## src/rtl/core/text_command_parser_assert.svh

```systemverilog
// Assertion macros of the text command parser, included by tcp_scan.
`ifndef TEXT_COMMAND_PARSER_ASSERT_SVH
`define TEXT_COMMAND_PARSER_ASSERT_SVH

// Same-cycle implication, checked on clk, off while rst is high.
`define TCP_ASSERT_IMPLY(label, ante, cons, msg) \
  label: assert property (@(posedge clk) disable iff (rst) (ante) |-> (cons)) \
    else $error(msg);

// Next-cycle implication, checked on clk, off while rst is high.
`define TCP_ASSERT_NEXT(label, ante, cons, msg) \
  label: assert property (@(posedge clk) disable iff (rst) (ante) |=> (cons)) \
    else $error(msg);

`endif

```

## src/rtl/core/tcp_pkg.sv

```systemverilog
// Types, constants and per-byte scan function of the text command parser.
package tcp_pkg;

  localparam int LaneLimit = 8;
  localparam int NumW      = $clog2(LaneLimit + 2);
  localparam int LaneW     = 4;
  localparam int KindW     = 2;
  localparam int PosW      = 4;

  typedef enum logic [3:0] {
    PH_SKIP   = 4'b0001,
    PH_MATCH  = 4'b0010,
    PH_DIGITS = 4'b0100,
    PH_DONE   = 4'b1000
  } phase_t;

  typedef enum logic [1:0] {
    KW_RESET  = 2'd0,
    KW_ARM    = 2'd1,
    KW_SET_LN = 2'd2,
    KW_LANES  = 2'd3
  } kw_t;

  typedef enum logic [KindW-1:0] {
    CMD_NONE  = 2'd0,
    CMD_RST   = 2'd1,
    CMD_ARM   = 2'd2,
    CMD_LANES = 2'd3
  } cmd_t;

  typedef struct packed {
    phase_t           phase;
    kw_t              choice;
    logic [PosW-1:0]  pos;
    logic [NumW-1:0]  num;
    logic             seen;
    cmd_t             decided;
  } scan_state_t;

  typedef struct packed {
    logic             valid;
    cmd_t             kind;
    logic [LaneW-1:0] lanes;
  } scan_result_t;

  localparam scan_state_t ScanIdle = '{
    phase:   PH_SKIP,
    choice:  KW_RESET,
    pos:     '0,
    num:     '0,
    seen:    1'b0,
    decided: CMD_NONE
  };

  function automatic logic [PosW-1:0] kw_len(kw_t kw);
    logic [PosW-1:0] len;
    unique case (kw)
      KW_RESET:  len = PosW'(5);
      KW_ARM:    len = PosW'(3);
      KW_SET_LN: len = PosW'(10);
      KW_LANES:  len = PosW'(6);
      default:   len = '0;
    endcase
    return len;
  endfunction

  function automatic logic [7:0] kw_char(kw_t kw, logic [PosW-1:0] pos);
    logic [7:0] ch;
    ch = 8'h00;
    unique case (kw)
      KW_RESET: begin
        case (pos)
          4'd0: ch = "R";
          4'd1: ch = "E";
          4'd2: ch = "S";
          4'd3: ch = "E";
          4'd4: ch = "T";
          default: ch = 8'h00;
        endcase
      end
      KW_ARM: begin
        case (pos)
          4'd0: ch = "A";
          4'd1: ch = "R";
          4'd2: ch = "M";
          default: ch = 8'h00;
        endcase
      end
      KW_SET_LN: begin
        case (pos)
          4'd0: ch = "S";
          4'd1: ch = "E";
          4'd2: ch = "T";
          4'd3: ch = "_";
          4'd4: ch = "L";
          4'd5: ch = "A";
          4'd6: ch = "N";
          4'd7: ch = "E";
          4'd8: ch = "S";
          4'd9: ch = ":";
          default: ch = 8'h00;
        endcase
      end
      KW_LANES: begin
        case (pos)
          4'd0: ch = "L";
          4'd1: ch = "A";
          4'd2: ch = "N";
          4'd3: ch = "E";
          4'd4: ch = "S";
          4'd5: ch = ",";
          default: ch = 8'h00;
        endcase
      end
      default: ch = 8'h00;
    endcase
    return ch;
  endfunction

  function automatic logic num_ok(scan_state_t s);
    return s.seen && (s.num >= NumW'(1)) && (s.num <= NumW'(LaneLimit));
  endfunction

  // One byte through the scanner; a zero byte ends scanning.
  function automatic scan_state_t take_byte(scan_state_t s, logic [7:0] b);
    scan_state_t       r;
    logic [7:0]        u;
    logic              ok;
    logic [PosW-1:0]   pos1;
    logic [NumW+3:0]   acc;
    logic [NumW+3:0]   v;
    r    = s;
    u    = (b >= "a" && b <= "z") ? b - 8'd32 : b;
    ok   = 1'b0;
    pos1 = s.pos + PosW'(1);
    acc  = {4'b0000, s.num};
    v    = (acc << 3) + (acc << 1) + (NumW + 4)'(b[3:0]);
    if (s.phase != PH_DONE && b == 8'h00) begin
      r.phase   = PH_DONE;
      r.decided = (s.phase == PH_DIGITS && num_ok(s)) ? CMD_LANES : CMD_NONE;
    end else begin
      unique case (s.phase)
        PH_SKIP: begin
          if (!(b == 8'h20 || (b >= 8'h09 && b <= 8'h0d))) begin
            r.pos   = PosW'(1);
            r.phase = PH_MATCH;
            if (u == "R") begin
              r.choice = KW_RESET;
            end else if (u == "A") begin
              r.choice = KW_ARM;
            end else if (u == "S") begin
              r.choice = KW_SET_LN;
            end else if (u == "L") begin
              r.choice = KW_LANES;
            end else begin
              r.pos     = s.pos;
              r.phase   = PH_DONE;
              r.decided = CMD_NONE;
            end
          end
        end
        PH_MATCH: begin
          if (s.pos < kw_len(s.choice)) begin
            ok = (u == kw_char(s.choice, s.pos));
            if (s.choice == KW_LANES && s.pos == PosW'(5) && b == 8'h20) begin
              ok = 1'b1;
            end
          end
          if (!ok) begin
            r.phase   = PH_DONE;
            r.decided = CMD_NONE;
          end else begin
            r.pos = pos1;
            if (pos1 == kw_len(s.choice)) begin
              unique case (s.choice)
                KW_RESET: begin
                  r.phase   = PH_DONE;
                  r.decided = CMD_RST;
                end
                KW_ARM: begin
                  r.phase   = PH_DONE;
                  r.decided = CMD_ARM;
                end
                default: begin
                  r.phase = PH_DIGITS;
                  r.num   = '0;
                  r.seen  = 1'b0;
                end
              endcase
            end
          end
        end
        PH_DIGITS: begin
          if (b >= "0" && b <= "9") begin
            r.seen = 1'b1;
            if (v > (NumW + 4)'(LaneLimit)) begin
              r.num = NumW'(LaneLimit + 1);
            end else begin
              r.num = v[NumW-1:0];
            end
          end else begin
            r.phase   = PH_DONE;
            r.decided = num_ok(s) ? CMD_LANES : CMD_NONE;
          end
        end
        default: r = s;
      endcase
    end
    return r;
  endfunction

endpackage

```

## src/rtl/core/tcp_scan.sv

```systemverilog
// Scanner state registers and per-byte decode of the command text.
module tcp_scan (
  input  logic                 clk,
  input  logic                 rst,
  input  logic                 fire,
  input  logic [7:0]           char_byte,
  input  logic                 last,
  output tcp_pkg::scan_result_t res
);
  import tcp_pkg::*;
  `include "text_command_parser_assert.svh"

  scan_state_t st;
  scan_state_t st_next;
  scan_state_t st_byte;
  scan_state_t st_end;

  always_comb begin
    st_byte = take_byte(st, char_byte);
    st_end  = take_byte(st_byte, 8'h00);
    if (fire) begin
      st_next = last ? ScanIdle : st_byte;
    end else begin
      st_next = st;
    end
  end

  always_comb begin
    res.valid = fire & last;
    res.kind  = st_end.decided;
    res.lanes = (st_end.decided == CMD_LANES) ? LaneW'(st_end.num) : '0;
  end

  always_ff @(posedge clk) begin
    if (rst) begin
      st <= ScanIdle;
    end else begin
      st <= st_next;
    end
  end

  `TCP_ASSERT_IMPLY(a_lanes_in_range,
    res.valid && res.kind == CMD_LANES,
    st_end.num >= NumW'(1) && st_end.num <= NumW'(LaneLimit),
    "set lanes issued with count out of range")
  `TCP_ASSERT_IMPLY(a_lanes_zero_otherwise,
    res.valid && res.kind != CMD_LANES, res.lanes == '0,
    "nonzero lane count on a non set lanes result")
  `TCP_ASSERT_NEXT(a_idle_after_end, fire && last,
    st.phase == PH_SKIP && st.num == '0 && !st.seen && st.decided == CMD_NONE,
    "scanner not back to idle after message end")
  `TCP_ASSERT_IMPLY(a_match_pos, st.phase == PH_MATCH,
    st.pos != '0 && st.pos < kw_len(st.choice),
    "keyword position outside keyword")
endmodule

```

## src/rtl/core/tcp_out_stage.sv

```systemverilog
// Result register of the text command parser with upstream ready.
module tcp_out_stage (
  input  logic                  clk,
  input  logic                  rst,
  input  tcp_pkg::scan_result_t res,
  output logic                  in_ready,
  output logic                  m_axis_tvalid,
  input  logic                  m_axis_tready,
  output logic [7:0]            m_axis_tdata
);
  import tcp_pkg::*;

  logic             valid;
  cmd_t             kind;
  logic [LaneW-1:0] lanes;

  assign in_ready      = !valid || m_axis_tready;
  assign m_axis_tvalid = valid;
  assign m_axis_tdata  = {2'b00, lanes, kind};

  always_ff @(posedge clk) begin
    if (rst) begin
      valid <= 1'b0;
    end else if (res.valid) begin
      valid <= 1'b1;
    end else if (m_axis_tready) begin
      valid <= 1'b0;
    end
  end

  always_ff @(posedge clk) begin
    if (res.valid) begin
      kind  <= res.kind;
      lanes <= res.lanes;
    end
  end
endmodule

```

## src/rtl/core/text_command_parser.sv

```systemverilog
// Top level of the streaming text command parser.
// Input: one message byte per transaction on s_axis; s_axis_tlast marks the
// last byte. Output: one result transaction on m_axis per message, given for
// the transaction that carries s_axis_tlast.
// Each byte is decoded in the cycle it is accepted and updates the scanner
// registers; the result is loaded into the output register on the last byte,
// so m_axis_tvalid rises in the cycle after that byte is accepted.
// Throughput: one byte per cycle, back to back, across message boundaries,
// while the receiver does not stall. s_axis_tready is high while the output
// register is empty or being drained; when the receiver stalls with a result
// waiting, input bytes are held off until that result is taken.
// Reset (rst, synchronous, active high) returns the scanner to leading
// whitespace skipping and empties the output register.
// Result: kind 0 none, 1 reset, 2 arm, 3 set lanes; lane count only for set
// lanes, else zero.
module text_command_parser (
  input  logic       clk,
  input  logic       rst,
  input  logic       s_axis_tvalid,
  output logic       s_axis_tready,
  input  logic [7:0] s_axis_tdata,   // [7:0] char_byte
  input  logic       s_axis_tlast,   // end_of_message
  output logic       m_axis_tvalid,
  input  logic       m_axis_tready,
  output logic [7:0] m_axis_tdata    // [1:0] command_kind, [5:2] lane_count, [7:6] zero
);
  import tcp_pkg::*;

  logic         fire;
  scan_result_t res;

  assign fire = s_axis_tvalid && s_axis_tready;

  tcp_scan u_scan (
    .clk       (clk),
    .rst       (rst),
    .fire      (fire),
    .char_byte (s_axis_tdata),
    .last      (s_axis_tlast),
    .res       (res)
  );

  tcp_out_stage u_out (
    .clk           (clk),
    .rst           (rst),
    .res           (res),
    .in_ready      (s_axis_tready),
    .m_axis_tvalid (m_axis_tvalid),
    .m_axis_tready (m_axis_tready),
    .m_axis_tdata  (m_axis_tdata)
  );
endmodule

```

## config.mk

```make
export PLATFORM = sky130hd
export DESIGN_NAME = text_command_parser
export DESIGN_NICKNAME = d
export VERILOG_FILES = /design/src/rtl/core/tcp_pkg.sv /design/src/rtl/core/tcp_scan.sv /design/src/rtl/core/tcp_out_stage.sv /design/src/rtl/core/text_command_parser.sv
export VERILOG_INCLUDE_DIRS = /design/src /design/src/rtl/core
export SDC_FILE = /design/constraint.sdc
export NUM_CORES = 1
export LEC_CHECK = 0
export ABC_AREA = 1
export BUFFER_PORTS_ARGS = -buffer_cell sky130_fd_sc_hd__buf_2
export CORE_MARGIN = 2
export CORE_UTILIZATION = 56
export CTS_CLUSTER_DIAMETER = 80
export DETAILED_ROUTE_END_ITERATION = 10
export GPL_TIMING_DRIVEN = 0
export HOLD_SLACK_MARGIN = 0.06
export PLACE_DENSITY = 0.74
export SYNTH_ARGS = -nofsm -noshare
export SYNTH_HDL_FRONTEND = slang
export SYNTH_SLANG_ARGS = --single-unit
```

## constraint.sdc

```tcl
create_clock -name clk -period 5.35 [get_ports clk]
set_input_delay 0.535 -clock clk [delete_from_list [all_inputs] [get_ports clk]]
set_output_delay 0.535 -clock clk [all_outputs]
set_load 0.005 [all_outputs]
```

Word level (Yosys, flattened, before mapping). Memory sizes are Yosys's and may differ from the RTL's. A register that Yosys moved wholly into a read port is not among the register bits. Cells that the tools add are included.

Word-level logic and storage cells: 183. Memories kept: 2. Input port bits: 13. Register bits: 24. ROM bits: 224. Output and inout port bits: 10.

Equality and inequality tests: 33. Bitwise operators: 1. Reduce and logical (&&, ||, !) cells: 27. Order comparisons: 13. Add/sub/neg operators: 5. Muxes and demuxes: 93.

Memory list: (no name shown) (depth 16, bits a word 7, rd ports 1, clocked after memory_dff 1, write ports 0, RTL line tcp_pkg.sv:90) `case (pos)`; (no name shown) (depth 16, bits a word 7, rd ports 1, clocked after memory_dff 0, write ports 0, RTL line tcp_pkg.sv:90).

Operator list (count): two-way mux 4 bit (26); one-hot mux 7 bit (6 select lines) (2); one-hot mux 8 bit (4 select lines) (2); two-way mux 8 bit (7); one-hot mux 7 bit (4 select lines) (2); one-hot mux 7 bit (3 select lines) (2); two-way mux 2 bit (19); two-way mux 7 bit (5); equality test 8 x 7 -> 1 bit (second input constant) (4); one-hot mux 4 bit (4 select lines) (2); two-way mux 5 bit (6); equality test 4 x 2 -> 1 bit (second input constant) (6); equality test 4 x 3 -> 1 bit (second input constant) (6); two-way mux 17 bit (1); equality test 4 x 1 -> 1 bit (second input constant) (4); zero test 8 bit (2); logical AND 1 bit (13); one-hot mux 2 bit (3 select lines) (2); one-hot mux 4 bit (3 select lines) (1); two-way mux 11 bit (1); equality test 2 bit (second input constant) (5); two-way mux 10 bit (1); one-hot mux 5 bit (2 select lines) (1); two-way mux 1 bit (9); 29 further kinds (43).

Longest topological paths before layout. Gate-level depths: netlist of the first run.

Depth in word-level cells: 45. Gate-level depth with buffers: 36. Mapped depth without buffers: 36.

Cells and area by module. Synthesis of the first run repeated with hierarchy kept, for this count alone.

Cells, all modules: 610. Area total of the unflattened synthesis: 3731.1 µm².

Modules (own cells, without submodules): tcp_scan (times used 1, area an instance 3482.1 µm², cells an instance 594, seq. area each 480.5 µm²); tcp_out_stage (times used 1, area an instance 241.5 µm², cells an instance 14, seq. area each 200.2 µm²); text_command_parser (times used 1, area an instance 7.5 µm², cells an instance 2, seq. area each 0.0 µm²).

Worst setup path after synthesis of the first run. OpenSTA, ideal clock, no wires.

Kind: register -> register. Start: register u_scan.st[11] in the netlist's numbering. End: register u_out.lanes[1], data pin. Stages on the path, launching flop included: 28. Arrival: 3.468 ns. Setup slack: 1.612 ns. Setup time: 0.270 ns. Required time: 5.080 ns. Clock period less this slack: 3.738 ns. Cells stage by stage: dfxtp_1 > inv_1 > ha_1 > clkbuf_1 > nor2_1 > inv_1 > ha_1 > o21bai_1 > a21o_1 > a21oi_1 > nand2_4 > nand2_1 > nand2_2 > a21oi_4 > inv_1 > ha_1 > a21oi_1 > o21ai_0 > nor2_1 > nand3_1 > nor2_1 > nand2_1 > nand2_1 > nor2_1 > nand3_1 > nand2_1 > nand3_2 > a21oi_1.

Cells in the longest elaborated chain, start to end: 28.

Ends and longest elaborated chain: from (decl) (RTL line tcp_scan.sv:13) `scan_state_t st;`; from (signal assigned) (RTL line tcp_scan.sv:36) `st <= ScanIdle;`; from (signal assigned) (RTL line tcp_scan.sv:38) `st <= st_next;`; equality test 2 bit, or another cell as far along (RTL line tcp_pkg.sv:57, tcp_pkg.sv:70, tcp_pkg.sv:165); one-hot mux 8 bit (4 select lines) (RTL line tcp_pkg.sv:70) `unique case (kw)`; two-way mux 8 bit (RTL line tcp_pkg.sv:163) `if (s.pos < kw_len(s.choice)) begin`; two-way mux 8 bit (RTL line tcp_pkg.sv:142) `unique case (s.phase)`; two-way mux 8 bit (RTL line tcp_pkg.sv:138) `if (s.phase != PH_DONE && b == 8'h00) begin`; equality test 8 bit (RTL line tcp_pkg.sv:164) `ok = (u == kw_char(s.choice, s.pos));`; two-way mux 1 bit (RTL line tcp_pkg.sv:165) `if (s.choice == KW_LANES && s.pos == PosW'(5) && b == 8'h20) begin`; two-way mux 1 bit (RTL line tcp_pkg.sv:163); [... 12 more ...]; zero test 8 bit (RTL line tcp_pkg.sv:164); two-way mux 1 bit (RTL line tcp_pkg.sv:163); two-way mux 1 bit (RTL line tcp_pkg.sv:142); two-way mux 1 bit (RTL line tcp_pkg.sv:138); two-way mux 2 bit (RTL line tcp_pkg.sv:169) `if (!ok) begin`; one-hot mux 2 bit (3 select lines) (RTL line tcp_pkg.sv:142); two-way mux 2 bit (RTL line tcp_pkg.sv:138); equality test 2 bit (RTL line tcp_scan.sv:31) `res.lanes = (st_end.decided == CMD_LANES) ? LaneW'(st_end.num) : '0;`; to (signal assigned) (RTL line tcp_out_stage.sv:34) `lanes <= res.lanes;`; to (decl) (RTL line tcp_out_stage.sv:15) `logic [LaneW-1:0] lanes;`.

Several ways; a longest one is shown, not always the timed one. The select of a mux whose other input is x is not followed. A chain may end at the register's enable or synchronous reset.

Worst setup path after layout of the first run.
Start: register u_scan.st[11] in the netlist's numbering. End: register u_out.lanes[2], data pin.

Same word-level chain as after synthesis.

==> results of run 1 <==
synth_stat cells (all sizes together) (5+ instances only):
master / number / area share (%)
a21oi: 28 / 4.0
a22oi: 5 / 0.99
dfxtp: 25 / 13
edfxtp: 6 / 4.8
ha: 42 / 14
inv: 102 / 10
nand2: 168 / 18
nand3: 70 / 9.5
nand4: 7 / 1.2
nor2: 65 / 7.0
nor3: 21 / 3.2
o21ai: 26 / 3.5
cell usage in the layout (no fill, tap or decap), drive strengths merged, types with 21 or more instances in the layout:
master	instances
nand2	168
inv	102
nand3	70
nor2	65
ha	42
a21oi	28
o21ai	26
dfxtp	25
buf	24
nor3	21
layout make-up:
type,instances,area [um^2]
Buffer,7,41.3
Clock buffer,6,82.6
Clock inverter,2,11.3
Fill cell,654,2380
Inverter,104,392
Multi-Input combinational cell,475,2680
Sequential cell,31,681
Tap cell,77,96.3
Timing Repair Buffer,20,100
cells by family after synthesis:
logic type	after synthesis	synth area share, %
adder cells (fa/ha/maj)	44	14.9
buffers and inverters	111	11.4
flip-flops	31	18.0
AND/OR/NAND/NOR	338	40.6
AO/OA/AOI/OAI	87	14.1
other	1	0.0990
XOR/XNOR	4	0.925
critical path, delay by kind of cell (launching register included):
family / cells / cell delay, ns
DFF: 1 / 0.38
adders and majority gates: 3 / 0.69
AOI/OAI and AO/OA: 7 / 1.15
and+or+nand+nor: 13 / 1.27
buffers and inverters: 4 / 0.77
layer usage:
layer,vias to the layer above,track usage (%),wire (um)
met3,18,4.67,430
met1,1809,34.0,4400
li1,2076,-,-
met2,93,44.4,4280
met4,0,8.10,150
met5,-,0,0
per-stage QoR:
| stage | hold slack (ns) | area, um^2 | power, mW | setup WS, ns |
|---|---|---|---|---|
| after floorplan | 0.466 | 3790 | 0.390 | 1.61 |
| after global placement | 0.494 | 3990 | 0.429 | 0.965 |
| after detailed placement | 0.500 | 3990 | 0.434 | 0.871 |
| after CTS | 0.487 | 4080 | 0.628 | 0.854 |
| after global routing | 0.508 | 4080 | 0.667 | 0.383 |
| final | 0.499 | 4080 | 0.627 | 0.806 |
power groups by stage:
stage / combinational, mW / sequential (mW) / clock [mW]
4_1_cts: 0.180 / 0.249 / 0.198
5_1_grt: 0.210 / 0.250 / 0.208
3_5_place_dp: 0.179 / 0.254 / 0
3_3_place_gp: 0.175 / 0.254 / 0
2_1_floorplan: 0.136 / 0.254 / 0
6_report: 0.183 / 0.249 / 0.195
final timing paths:
| path | startpoint | endpoint | slack [ns] |
|---|---|---|---|
| worst max-delay path | u_scan.st[11]$_SDFFE_PP0P_ | u_out.lanes[2]$_SDFFCE_PP0P_ | 0.81 |
| worst max register to register | u_scan.st[11]$_SDFFE_PP0P_ | u_out.lanes[2]$_SDFFCE_PP0P_ | 0.81 |
| worst min-delay path | rst | u_scan.st[2]$_SDFFE_PP0P_ | 0.50 |
| worst min register to register | u_scan.st[2]$_SDFFE_PP0P_ | u_scan.st[2]$_SDFFE_PP0P_ | 0.51 |
==> impl_table.tex, run 1 <==
\begin{tabular}{lr}
\hline
Metric & Value \\
\hline
\multicolumn{2}{l}{\textbf{Status}} \\
Outcome & finished, final reports clean \\
\multicolumn{2}{l}{\textbf{Synth}} \\
Count of flip-flops with a built-in enable after synthesis & 6 \\
Ys flop type & sky130\_fd\_sc\_hd\_\_dfxtp\_1 \\
\#FFs+latches synth & 31 \\
Synthesized instance count & 616 \\
Proportion of synthesized flip-flops having asynchronous set or reset & 0\% \\
Synthesized area divided by synthesized cell count & 6.15 um\^{}2 \\
Yosys warns & 0 \\
Synthesized cell area & around 3800 um\^{}2 \\
Number of distinct library cells after synthesis & 48 \\
Share of synthesized area occupied by flip-flops and latches & 18.0\% \\
\multicolumn{2}{l}{\textbf{Cells and area}} \\
Post-layout instance count excluding filler cells & 722 \\
Fraction of layout cells with a size suffix above 1 & 10.4\% \\
P\&R area growth vs syn & 7.76\% \\
Antenna cell count & 0 \\
Post-layout nets & 701 \\
Utilization of the core after routing & between 60\% and 70\% \\
\multicolumn{2}{l}{\textbf{Worst setup path}} \\
Critical Path Sink Type & flip-flop \\
Nature of the critical path startpoint & flip-flop \\
Number of cells traversed by the worst register-to-register path & 27 \\
Slowest-stage cell, CP & sky130\_fd\_sc\_hd\_\_dfxtp\_1 \\
Delay of the slowest cell on the worst path & around 0.38 ns \\
Worst-path fanout max & 10 \\
Required time at the worst-slack endpoint & 5.38 ns \\
Worst setup path class & flip-flop to flip-flop \\
WP data arrival & 4.57 ns \\
\multicolumn{2}{l}{\textbf{Global routing}} \\
Global Route Usage Sum & a little over a quarter \\
Total overflow reported by the global router & 0 \\
Maximum number of pins on one net before global-route repair & 11 \\
Wire length of the first global-routing pass & approximately 16 mm \\
Number of antenna violations at the first check in global routing & 0 \\
Number of global-route vias before repair & around 3700 \\
\multicolumn{2}{l}{\textbf{Placed design}} \\
Number of port buffers & 20 \\
HPWL Detailed & 7.50 mm \\
Number of placed instances with taps included & 714 \\
Placer Congestion & 0.953 \\
\multicolumn{2}{l}{\textbf{Hold path}} \\
Class of the worst hold path & input port to flip-flop \\
Number of cells on the worst hold path & 2 \\
\multicolumn{2}{l}{\textbf{Drt}} \\
DR vias/cell & 5.53 \\
Post-DRT Antenna Nets & 0 \\
Number of search-and-repair iterations in the first detailed-routing pass & 5 \\
Routed vias & 3996 \\
Wire length reported by the detailed router & 9.26 mm \\
Routed WL per cell & $\sim$13 um \\
Post-route DRC & 0 \\
Number of design-rule violations left by the first detailed-router iteration & $\sim$320 \\
\multicolumn{2}{l}{\textbf{Power}} \\
NetSw & 217 uW \\
Maximum vdd ir drop & 0.107 mV \\
Sequential Power Share & 39.8\% \\
Pwr Density & 154 nW/um\^{}2 \\
Switching Fraction & 34.6\% \\
Cell internal power dissipation & 410 uW \\
Portion of total power attributed to the clock network & 31.1\% \\
Part of the power in combinational logic & 29.2\% \\
Leakage dissipation & 2.11 nW \\
\multicolumn{2}{l}{\textbf{Floorplanning}} \\
Area of the core & 6460 um\^{}2 \\
Die H & 86.3 um \\
Row cnt & 29 \\
X dimension of the die & 86.3 um \\
Starting density of the core & 58.7\% \\
I/O pin cnt & 23 \\
Die Outline Area & 7440 um\^{}2 \\
\multicolumn{2}{l}{\textbf{Clock tree}} \\
Register clock-pin slew on the reported worst setup and hold paths & 0.07 ns \\
Post-cts gate resize count & 0 \\
TritonCTS clock tree & built \\
CTS H-tree depth & 2 \\
Clock Root Buffer & sky130\_fd\_sc\_hd\_\_clkbuf\_8 \\
Maximum buffer depth of the clock tree & 2 \\
Number of clock sinks & 31 \\
CTS Buf Count & 5 \\
Number of buffers inserted by post-CTS setup repair & 0 \\
Number of buffers inserted for hold repair after clock tree synthesis & 0 \\
Clock insertion delay at the later pin of the skew report & 0.29 ns \\
\multicolumn{2}{l}{\textbf{Timing}} \\
Max-slew violation count & 0 \\
Final critical delay including setup and external delays & 4.54 ns \\
Unrepaired setup endpoints after global routing & no \\
Slew at the pin closest to its max-slew limit & 0.661 ns \\
Final Skew & $\sim$0.0062 ns \\
Setup TNS & 0 ns \\
Final setup violation count & 0 \\
Period utilisation layout & a little over four fifths \\
Number of failing hold endpoints at the final stage & 0 \\
Relative slew margins & between 50\% and 60\% \\
Highest achievable clock rate & 220 MHz \\
\multicolumn{2}{l}{\textbf{Job}} \\
Maximum capacitance violations & 0 \\
\hline
\end{tabular}
Note: power is estimated with default switching activity, not from simulation.
==> inputs of run 2 (changes only) <==
Settings changed: PLACE_DENSITY 0.74 to 0.77.
Clock period 5.35 ns to 3.75 ns, I/O delays scaled along.
==> run 2 against run 1 <==
Net effect: via count grew 7.2%; global-route usage is 1.0 points higher; clock power up 44%; highest routed layer unchanged; combinational power grew 73%; largest cell class unchanged; non-clock buffer count is 22 higher.
==> impl_table.tex, run 2 (synthesis results as in run 1) <==
\begin{tabular}{lr}
\hline
Metric & Value \\
\hline
\multicolumn{2}{l}{\textbf{Global routing}} \\
Total overflow reported by the global router & 0 \\
Wire length of the first global-routing pass & 16.6 mm \\
Maximum number of pins on one net before global-route repair & 11 \\
Number of antenna violations at the first check in global routing & 0 \\
Global Route Usage Sum & 27.3\% \\
Number of global-route vias before repair & 3746 \\
\multicolumn{2}{l}{\textbf{Timing}} \\
Max-slew violation count & 0 \\
Relative slew margins & 63.6\% \\
Slew at the pin closest to its max-slew limit & 0.546 ns \\
Final setup violation count & 0 \\
Number of failing hold endpoints at the final stage & 0 \\
Setup TNS & 0 ns \\
Final critical delay including setup and external delays & between 3 and 4 ns \\
Final Skew & 0.00544 ns \\
Highest achievable clock rate & 270 MHz \\
Unrepaired setup endpoints after global routing & yes \\
Period utilisation layout & 98.7\% \\
\multicolumn{2}{l}{\textbf{Worst setup path}} \\
WP data arrival & just under 4 ns \\
Required time at the worst-slack endpoint & between 3 and 4 ns \\
Worst-path fanout max & 8 \\
Delay of the slowest cell on the worst path & 0.43 ns \\
Terminus of the critical flop-to-flop path & u\_out.lanes[3]\$\_SDFFCE\_PP0P\_ \\
Worst setup path class & flip-flop to flip-flop \\
Start of the worst register-to-register path & u\_scan.st[11]\$\_SDFFE\_PP0P\_ \\
Number of cells traversed by the worst register-to-register path & 28 \\
Worst R2R Setup Slack & 0.05 ns \\
Most used cell along the critical path & sky130\_fd\_sc\_hd\_\_nand3\_1 \\
Critical Path Sink Type & flip-flop \\
Nature of the critical path startpoint & flip-flop \\
Slowest-stage cell, CP & sky130\_fd\_sc\_hd\_\_dfxtp\_4 \\
\multicolumn{2}{l}{\textbf{Floorplanning}} \\
Die Outline Area & 7440 um\^{}2 \\
X dimension of the die & 86.3 um \\
Die H & 86.3 um \\
Starting density of the core & around 59\% \\
I/O pin cnt & 23 \\
Area of the core & 6460 um\^{}2 \\
Row cnt & 29 \\
\multicolumn{2}{l}{\textbf{Drt}} \\
DR vias/cell & 5.76 \\
Routed vias & 4285 \\
Number of search-and-repair iterations in the first detailed-routing pass & 8 \\
Post-DRT Antenna Nets & 0 \\
Wire length reported by the detailed router & roughly 11 mm \\
Number of design-rule violations left by the first detailed-router iteration & around 460 \\
Post-route DRC & 0 \\
Routed WL per cell & 14.4 um \\
\multicolumn{2}{l}{\textbf{Clock tree}} \\
Maximum buffer depth of the clock tree & 2 \\
TritonCTS clock tree & built \\
CTS H-tree depth & 2 \\
Number of clock sinks & 31 \\
CTS Buf Count & 5 \\
Clock Root Buffer & sky130\_fd\_sc\_hd\_\_clkbuf\_8 \\
Clock insertion delay at the later pin of the skew report & 0.29 ns \\
Register clock-pin slew on the reported worst setup and hold paths & 0.07 ns \\
\multicolumn{2}{l}{\textbf{Cells and area}} \\
Commonest non-fill, non-tap cell in the layout & sky130\_fd\_sc\_hd\_\_nand2\_1 \\
Storage cell area & around 700 um\^{}2 \\
Top library cells by usage in the layout, fill and taps aside & sky130\_fd\_sc\_hd\_\_nand2\_1, sky130\_fd\_sc\_hd\_\_inv\_1, sky130\_fd\_sc\_hd\_\_nand3\_1 \\
Antenna cell count & 0 \\
Filler cell count in the final layout & 523 \\
Area occupied by multi-input gates & 2990 um\^{}2 \\
Post-layout nets & approximately 720 \\
Final Cell Area & 4610 um\^{}2 \\
P\&R area growth vs syn & 21.7\% \\
Fraction of layout cells with a size suffix above 1 & a little under a quarter \\
\multicolumn{2}{l}{\textbf{Hold path}} \\
Worst hold path endpoint & u\_scan.st[2]\$\_SDFFE\_PP0P\_ \\
Beginning of the worst hold path & rst \\
Number of cells on the worst hold path & 2 \\
Class of the worst hold path & input port to flip-flop \\
\multicolumn{2}{l}{\textbf{Placed design}} \\
Placed instance area & 3990 um\^{}2 \\
Placer Congestion & 0.950 \\
Number of port buffers & 20 \\
HPWL Detailed & 7.50 mm \\
\multicolumn{2}{l}{\textbf{Status}} \\
Outcome & finished, final reports clean \\
\multicolumn{2}{l}{\textbf{Power}} \\
Leakage dissipation & 2.24 nW \\
Maximum vdd ir drop & 0.130 mV \\
Pwr Density & 206 nW/um\^{}2 \\
\multicolumn{2}{l}{\textbf{Job}} \\
Maximum capacitance violations & 0 \\
\hline
\end{tabular}
-- run 2: worst max-delay path by stage --
stage	endpoint	depth (start not counted)	slack, ns	startpoint
detailed placement	u_out.lanes[2]$_SDFFCE_PP0P_	27	-0.72	u_scan.st[11]$_SDFFE_PP0P_
global route	u_out.lanes[3]$_SDFFCE_PP0P_	32	-0.22	u_scan.st[8]$_SDFFE_PP0P_
floorplan	u_out.lanes[1]$_SDFFCE_PP0P_	27	0.01	u_scan.st[11]$_SDFFE_PP0P_
finish	u_out.lanes[3]$_SDFFCE_PP0P_	28	0.05	u_scan.st[11]$_SDFFE_PP0P_
global placement	u_out.lanes[2]$_SDFFCE_PP0P_	27	-0.64	u_scan.st[11]$_SDFFE_PP0P_
CTS	u_out.lanes[2]$_SDFFCE_PP0P_	30	0.03	u_scan.st[11]$_SDFFE_PP0P_
-- run 2: stage by stage --
step | power [mW] | hold WS (ns) | instances | utilization [%] | setup slack (ns)
2_1_floorplan | 0.556 | 0.444 | 617 | - | 0.0117
3_3_place_gp | 0.613 | 0.491 | 714 | 61.8 | -0.635
3_5_place_dp | 0.618 | 0.506 | 714 | 61.8 | -0.715
4_1_cts | 0.905 | 0.315 | 725 | 64.4 | 0.0260
5_1_grt | 1.01 | 0.327 | 744 | 71.4 | -0.220
6_report | 0.950 | 0.328 | 744 | 71.4 | 0.0502
-- run 2: what timing repair did --
item / 4_1_cts / 5_1_grt
endpoints found under the setup margin: 5 / 6
gates resized for setup: 22 / 80
hold buffers: 0 / 0
pin swaps: 2 / 27
buffers inserted: 3 / 20
-- run 2: layout make-up --
| type | count | share of cell area (%) |
|---|---|---|
| clock inverters | 2 | 0.244 |
| inverters | 104 | 8.87 |
| well taps | 77 | 2.09 |
| flip-flops and latches | 31 | 15.3 |
| plain buffers | 6 | 0.896 |
| clock buffers | 6 | 1.79 |
| multi-input cells | 475 | 64.8 |
| repair buffers | 43 | 6.08 |
-- run 2: power breakdown --
group	internal, mW	switching [mW]	total [mW]	leakage [nW]
Combinational	0.117	0.199	0.317	1.93
Sequential	0.346	0.00704	0.353	0.265
Clock	0.146	0.134	0.281	0.0449
-- run 2: critical path: cells and delay by family, from the launching register on --
family,cells,cell delay (ns)
AO/OA/AOI/OAI,4,0.46
adder cells (fa/ha/maj),2,0.40
buffers and inverters,6,0.56
flip-flops,1,0.43
AND/OR/NAND/NOR,16,1.69
-- run 2: layer usage --
metal	vias to the layer above	routed length (um)	global-route usage, %
met2	182	5240	45.2
met1	1956	4510	35.4
met3	32	732	5.05
met4	0	234	10.1
li1	2115	-	-
met5	-	0	0
==> inputs of run 3 (changes only) <==
Settings changed: CORE_ASPECT_RATIO from default to 0.9, SKIP_CTS_REPAIR_TIMING from default to 1.
==> run 3 against run 2 <==
Net effect: the run now ends with negative setup slack left; power shrank 4.2%; sequential power is essentially flat; sequential cell count is the same; worst setup slack lost 0.11 ns; register-to-register slack lost 0.11 ns; highest routed layer unchanged; largest cell class unchanged; critical path depth grew 2; via count shrank 1.1%.
==> impl_table.tex, run 3 (synthesis results as in run 1) <==
\begin{tabular}{lr}
\hline
Metric & Value \\
\hline
\multicolumn{2}{l}{\textbf{Floorplanning}} \\
X dimension of the die & 90.7 um \\
Die H & $\sim$82 um \\
Row cnt & 28 \\
Die Outline Area & 7440 um\^{}2 \\
I/O pin cnt & 23 \\
Area of the core & 6550 um\^{}2 \\
Starting density of the core & approximately 58\% \\
\multicolumn{2}{l}{\textbf{Global routing}} \\
Total overflow reported by the global router & 0 \\
Maximum number of pins on one net before global-route repair & 11 \\
Number of antenna violations at the first check in global routing & 0 \\
Wire length of the first global-routing pass & 16.2 mm \\
Global Route Usage Sum & 26.6\% \\
Number of global-route vias before repair & 3749 \\
\multicolumn{2}{l}{\textbf{Timing}} \\
Worst setup margin & -0.0592 ns \\
Relative slew margins & 61.0\% \\
Unrepaired setup endpoints after global routing & yes \\
Final critical delay including setup and external delays & 3.81 ns \\
Period utilisation layout & 102\% \\
Max-slew violation count & 0 \\
Number of failing hold endpoints at the final stage & 0 \\
Final setup violation count & 4 \\
Slew at the pin closest to its max-slew limit & 0.583 ns \\
Highest achievable clock rate & between 200 and 300 MHz \\
Final Skew & about 0.006 ns \\
\multicolumn{2}{l}{\textbf{Cells and area}} \\
Fraction of layout cells with a size suffix above 1 & 22.1\% \\
Post-layout instance count excluding filler cells & 755 \\
Antenna cell count & 0 \\
Utilization of the core after routing & 69.9\% \\
Post-layout nets & 721 \\
P\&R area growth vs syn & 20.8\% \\
Commonest non-fill, non-tap cell in the layout & sky130\_fd\_sc\_hd\_\_nand2\_1 \\
Top library cells by usage in the layout, fill and taps aside & sky130\_fd\_sc\_hd\_\_nand2\_1, sky130\_fd\_sc\_hd\_\_inv\_1, sky130\_fd\_sc\_hd\_\_nand3\_1 \\
\multicolumn{2}{l}{\textbf{Clock tree}} \\
Clock Root Buffer & sky130\_fd\_sc\_hd\_\_clkbuf\_8 \\
Maximum buffer depth of the clock tree & 2 \\
Number of clock sinks & 31 \\
TritonCTS clock tree & built \\
CTS H-tree depth & 2 \\
CTS Buf Count & 5 \\
Clock insertion delay at the later pin of the skew report & 0.29 ns \\
Register clock-pin slew on the reported worst setup and hold paths & 0.07 ns \\
\multicolumn{2}{l}{\textbf{Placed design}} \\
Pre-CTS setup slack & -0.723 ns \\
Number of port buffers & 20 \\
Placer Congestion & 0.900 \\
Number of placed instances with taps included & just over 700 \\
HPWL Detailed & 7.73 mm \\
\multicolumn{2}{l}{\textbf{Drt}} \\
Routed WL per cell & 14.1 um \\
Post-DRT Antenna Nets & 0 \\
DR vias/cell & about 5.6 \\
Number of design-rule violations left by the first detailed-router iteration & $\sim$330 \\
Post-route DRC & 0 \\
Number of search-and-repair iterations in the first detailed-routing pass & 5 \\
Routed vias & 4239 \\
Wire length reported by the detailed router & 10.6 mm \\
\multicolumn{2}{l}{\textbf{Worst setup path}} \\
Worst setup path class & flip-flop to flip-flop \\
Largest delay share family, worst path & simple AND/OR/NAND/NOR gates \\
Delay of the slowest cell on the worst path & 0.39 ns \\
Terminus of the critical flop-to-flop path & u\_out.lanes[2]\$\_SDFFCE\_PP0P\_ \\
Number of cells traversed by the worst register-to-register path & 30 \\
Required time at the worst-slack endpoint & 3.90 ns \\
Most used cell along the critical path & sky130\_fd\_sc\_hd\_\_nand2\_1 \\
Critical Path Sink Type & flip-flop \\
Worst R2R Setup Slack & -0.06 ns \\
Start of the worst register-to-register path & u\_scan.st[7]\$\_SDFFE\_PP0P\_ \\
Worst path buffer plus inverter count & 4 \\
Worst-path fanout max & 6 \\
Nature of the critical path startpoint & flip-flop \\
WP data arrival & 3.96 ns \\
Slowest-stage cell, CP & sky130\_fd\_sc\_hd\_\_dfxtp\_4 \\
\multicolumn{2}{l}{\textbf{Hold path}} \\
Class of the worst hold path & input port to flip-flop \\
Beginning of the worst hold path & rst \\
Number of cells on the worst hold path & 2 \\
Worst hold path endpoint & u\_scan.st[2]\$\_SDFFE\_PP0P\_ \\
\multicolumn{2}{l}{\textbf{Power}} \\
Leakage dissipation & between 2 and 2.5 nW \\
Maximum vdd ir drop & around 0.12 mV \\
Pwr Density & 199 nW/um\^{}2 \\
\multicolumn{2}{l}{\textbf{Status}} \\
Outcome & finished with violations \\
Violated checks & negative setup slack \\
\multicolumn{2}{l}{\textbf{Job}} \\
Maximum capacitance violations & 0 \\
\hline
\end{tabular}
run 3: worst max path at each step:
stage,from,end,slack (ns),cells past startpoint
3_3_place_gp,u_scan.st[11]$_SDFFE_PP0P_,u_out.lanes[2]$_SDFFCE_PP0P_,-0.66,27
6_report,u_scan.st[7]$_SDFFE_PP0P_,u_out.lanes[2]$_SDFFCE_PP0P_,-0.06,30
4_1_cts,u_scan.st[11]$_SDFFE_PP0P_,u_out.lanes[2]$_SDFFCE_PP0P_,-0.76,26
3_5_place_dp,u_scan.st[11]$_SDFFE_PP0P_,u_out.lanes[2]$_SDFFCE_PP0P_,-0.72,27
2_1_floorplan,u_scan.st[11]$_SDFFE_PP0P_,u_out.lanes[1]$_SDFFCE_PP0P_,0.01,27
5_1_grt,u_scan.st[7]$_SDFFE_PP0P_,u_out.lanes[0]$_SDFFCE_PP0P_,-0.36,32
run 3: where the power goes:
group / leakage [nW] / internal, mW / switching, mW
Clock: 0.0392 / 0.126 / 0.132
Sequential: 0.264 / 0.347 / 0.00746
Combinational: 1.97 / 0.106 / 0.192
run 3: cell type report:
cell class / instances / area, um^2
buffer: 7 / 52.6
clock buffer: 5 / 68.8
clock inverter: 3 / 15.0
fill: 569 / 1970
inverter: 104 / 409
multi-input combinational: 475 / 2970
sequential: 31 / 698
tap: 90 / 113
timing repair buffer: 40 / 254
run 3: routing by layer:
metal  share of wire, %  GRT usage (%)  vias to the layer above  wire (um)
met1                 43           33.6                     1922       4570
met4                2.4           9.38                        0        259
met5                  0              0                        -          0
met3                6.6           3.94                       36        699
met2                 48           46.8                      169       5090
li1                   -              -                     2112          -
run 3: worst reg2reg max path, delay by kind of cell (launching register included):
kind,cells,cell delay [ns]
adder cells (fa/ha/maj),2,0.43
flip-flops,1,0.39
buffers and inverters,4,0.38
AND/OR/NAND/NOR,21,1.92
AO/OA/AOI/OAI,3,0.56
run 3: metrics by stage:
| stage | total power, mW | hold WS (ns) | setup TNS (ns) | cell area, um^2 |
|---|---|---|---|---|
| after CTS | 0.874 | 0.338 | -3.64 | 4090 |
| after floorplan | 0.556 | 0.444 | 0 | 3790 |
| final | 0.910 | 0.349 | -0.182 | 4580 |
| after global placement | 0.613 | 0.492 | -3.23 | 4010 |
| after global routing | 0.963 | 0.347 | -1.74 | 4580 |
| after detailed placement | 0.618 | 0.513 | -3.47 | 4010 |
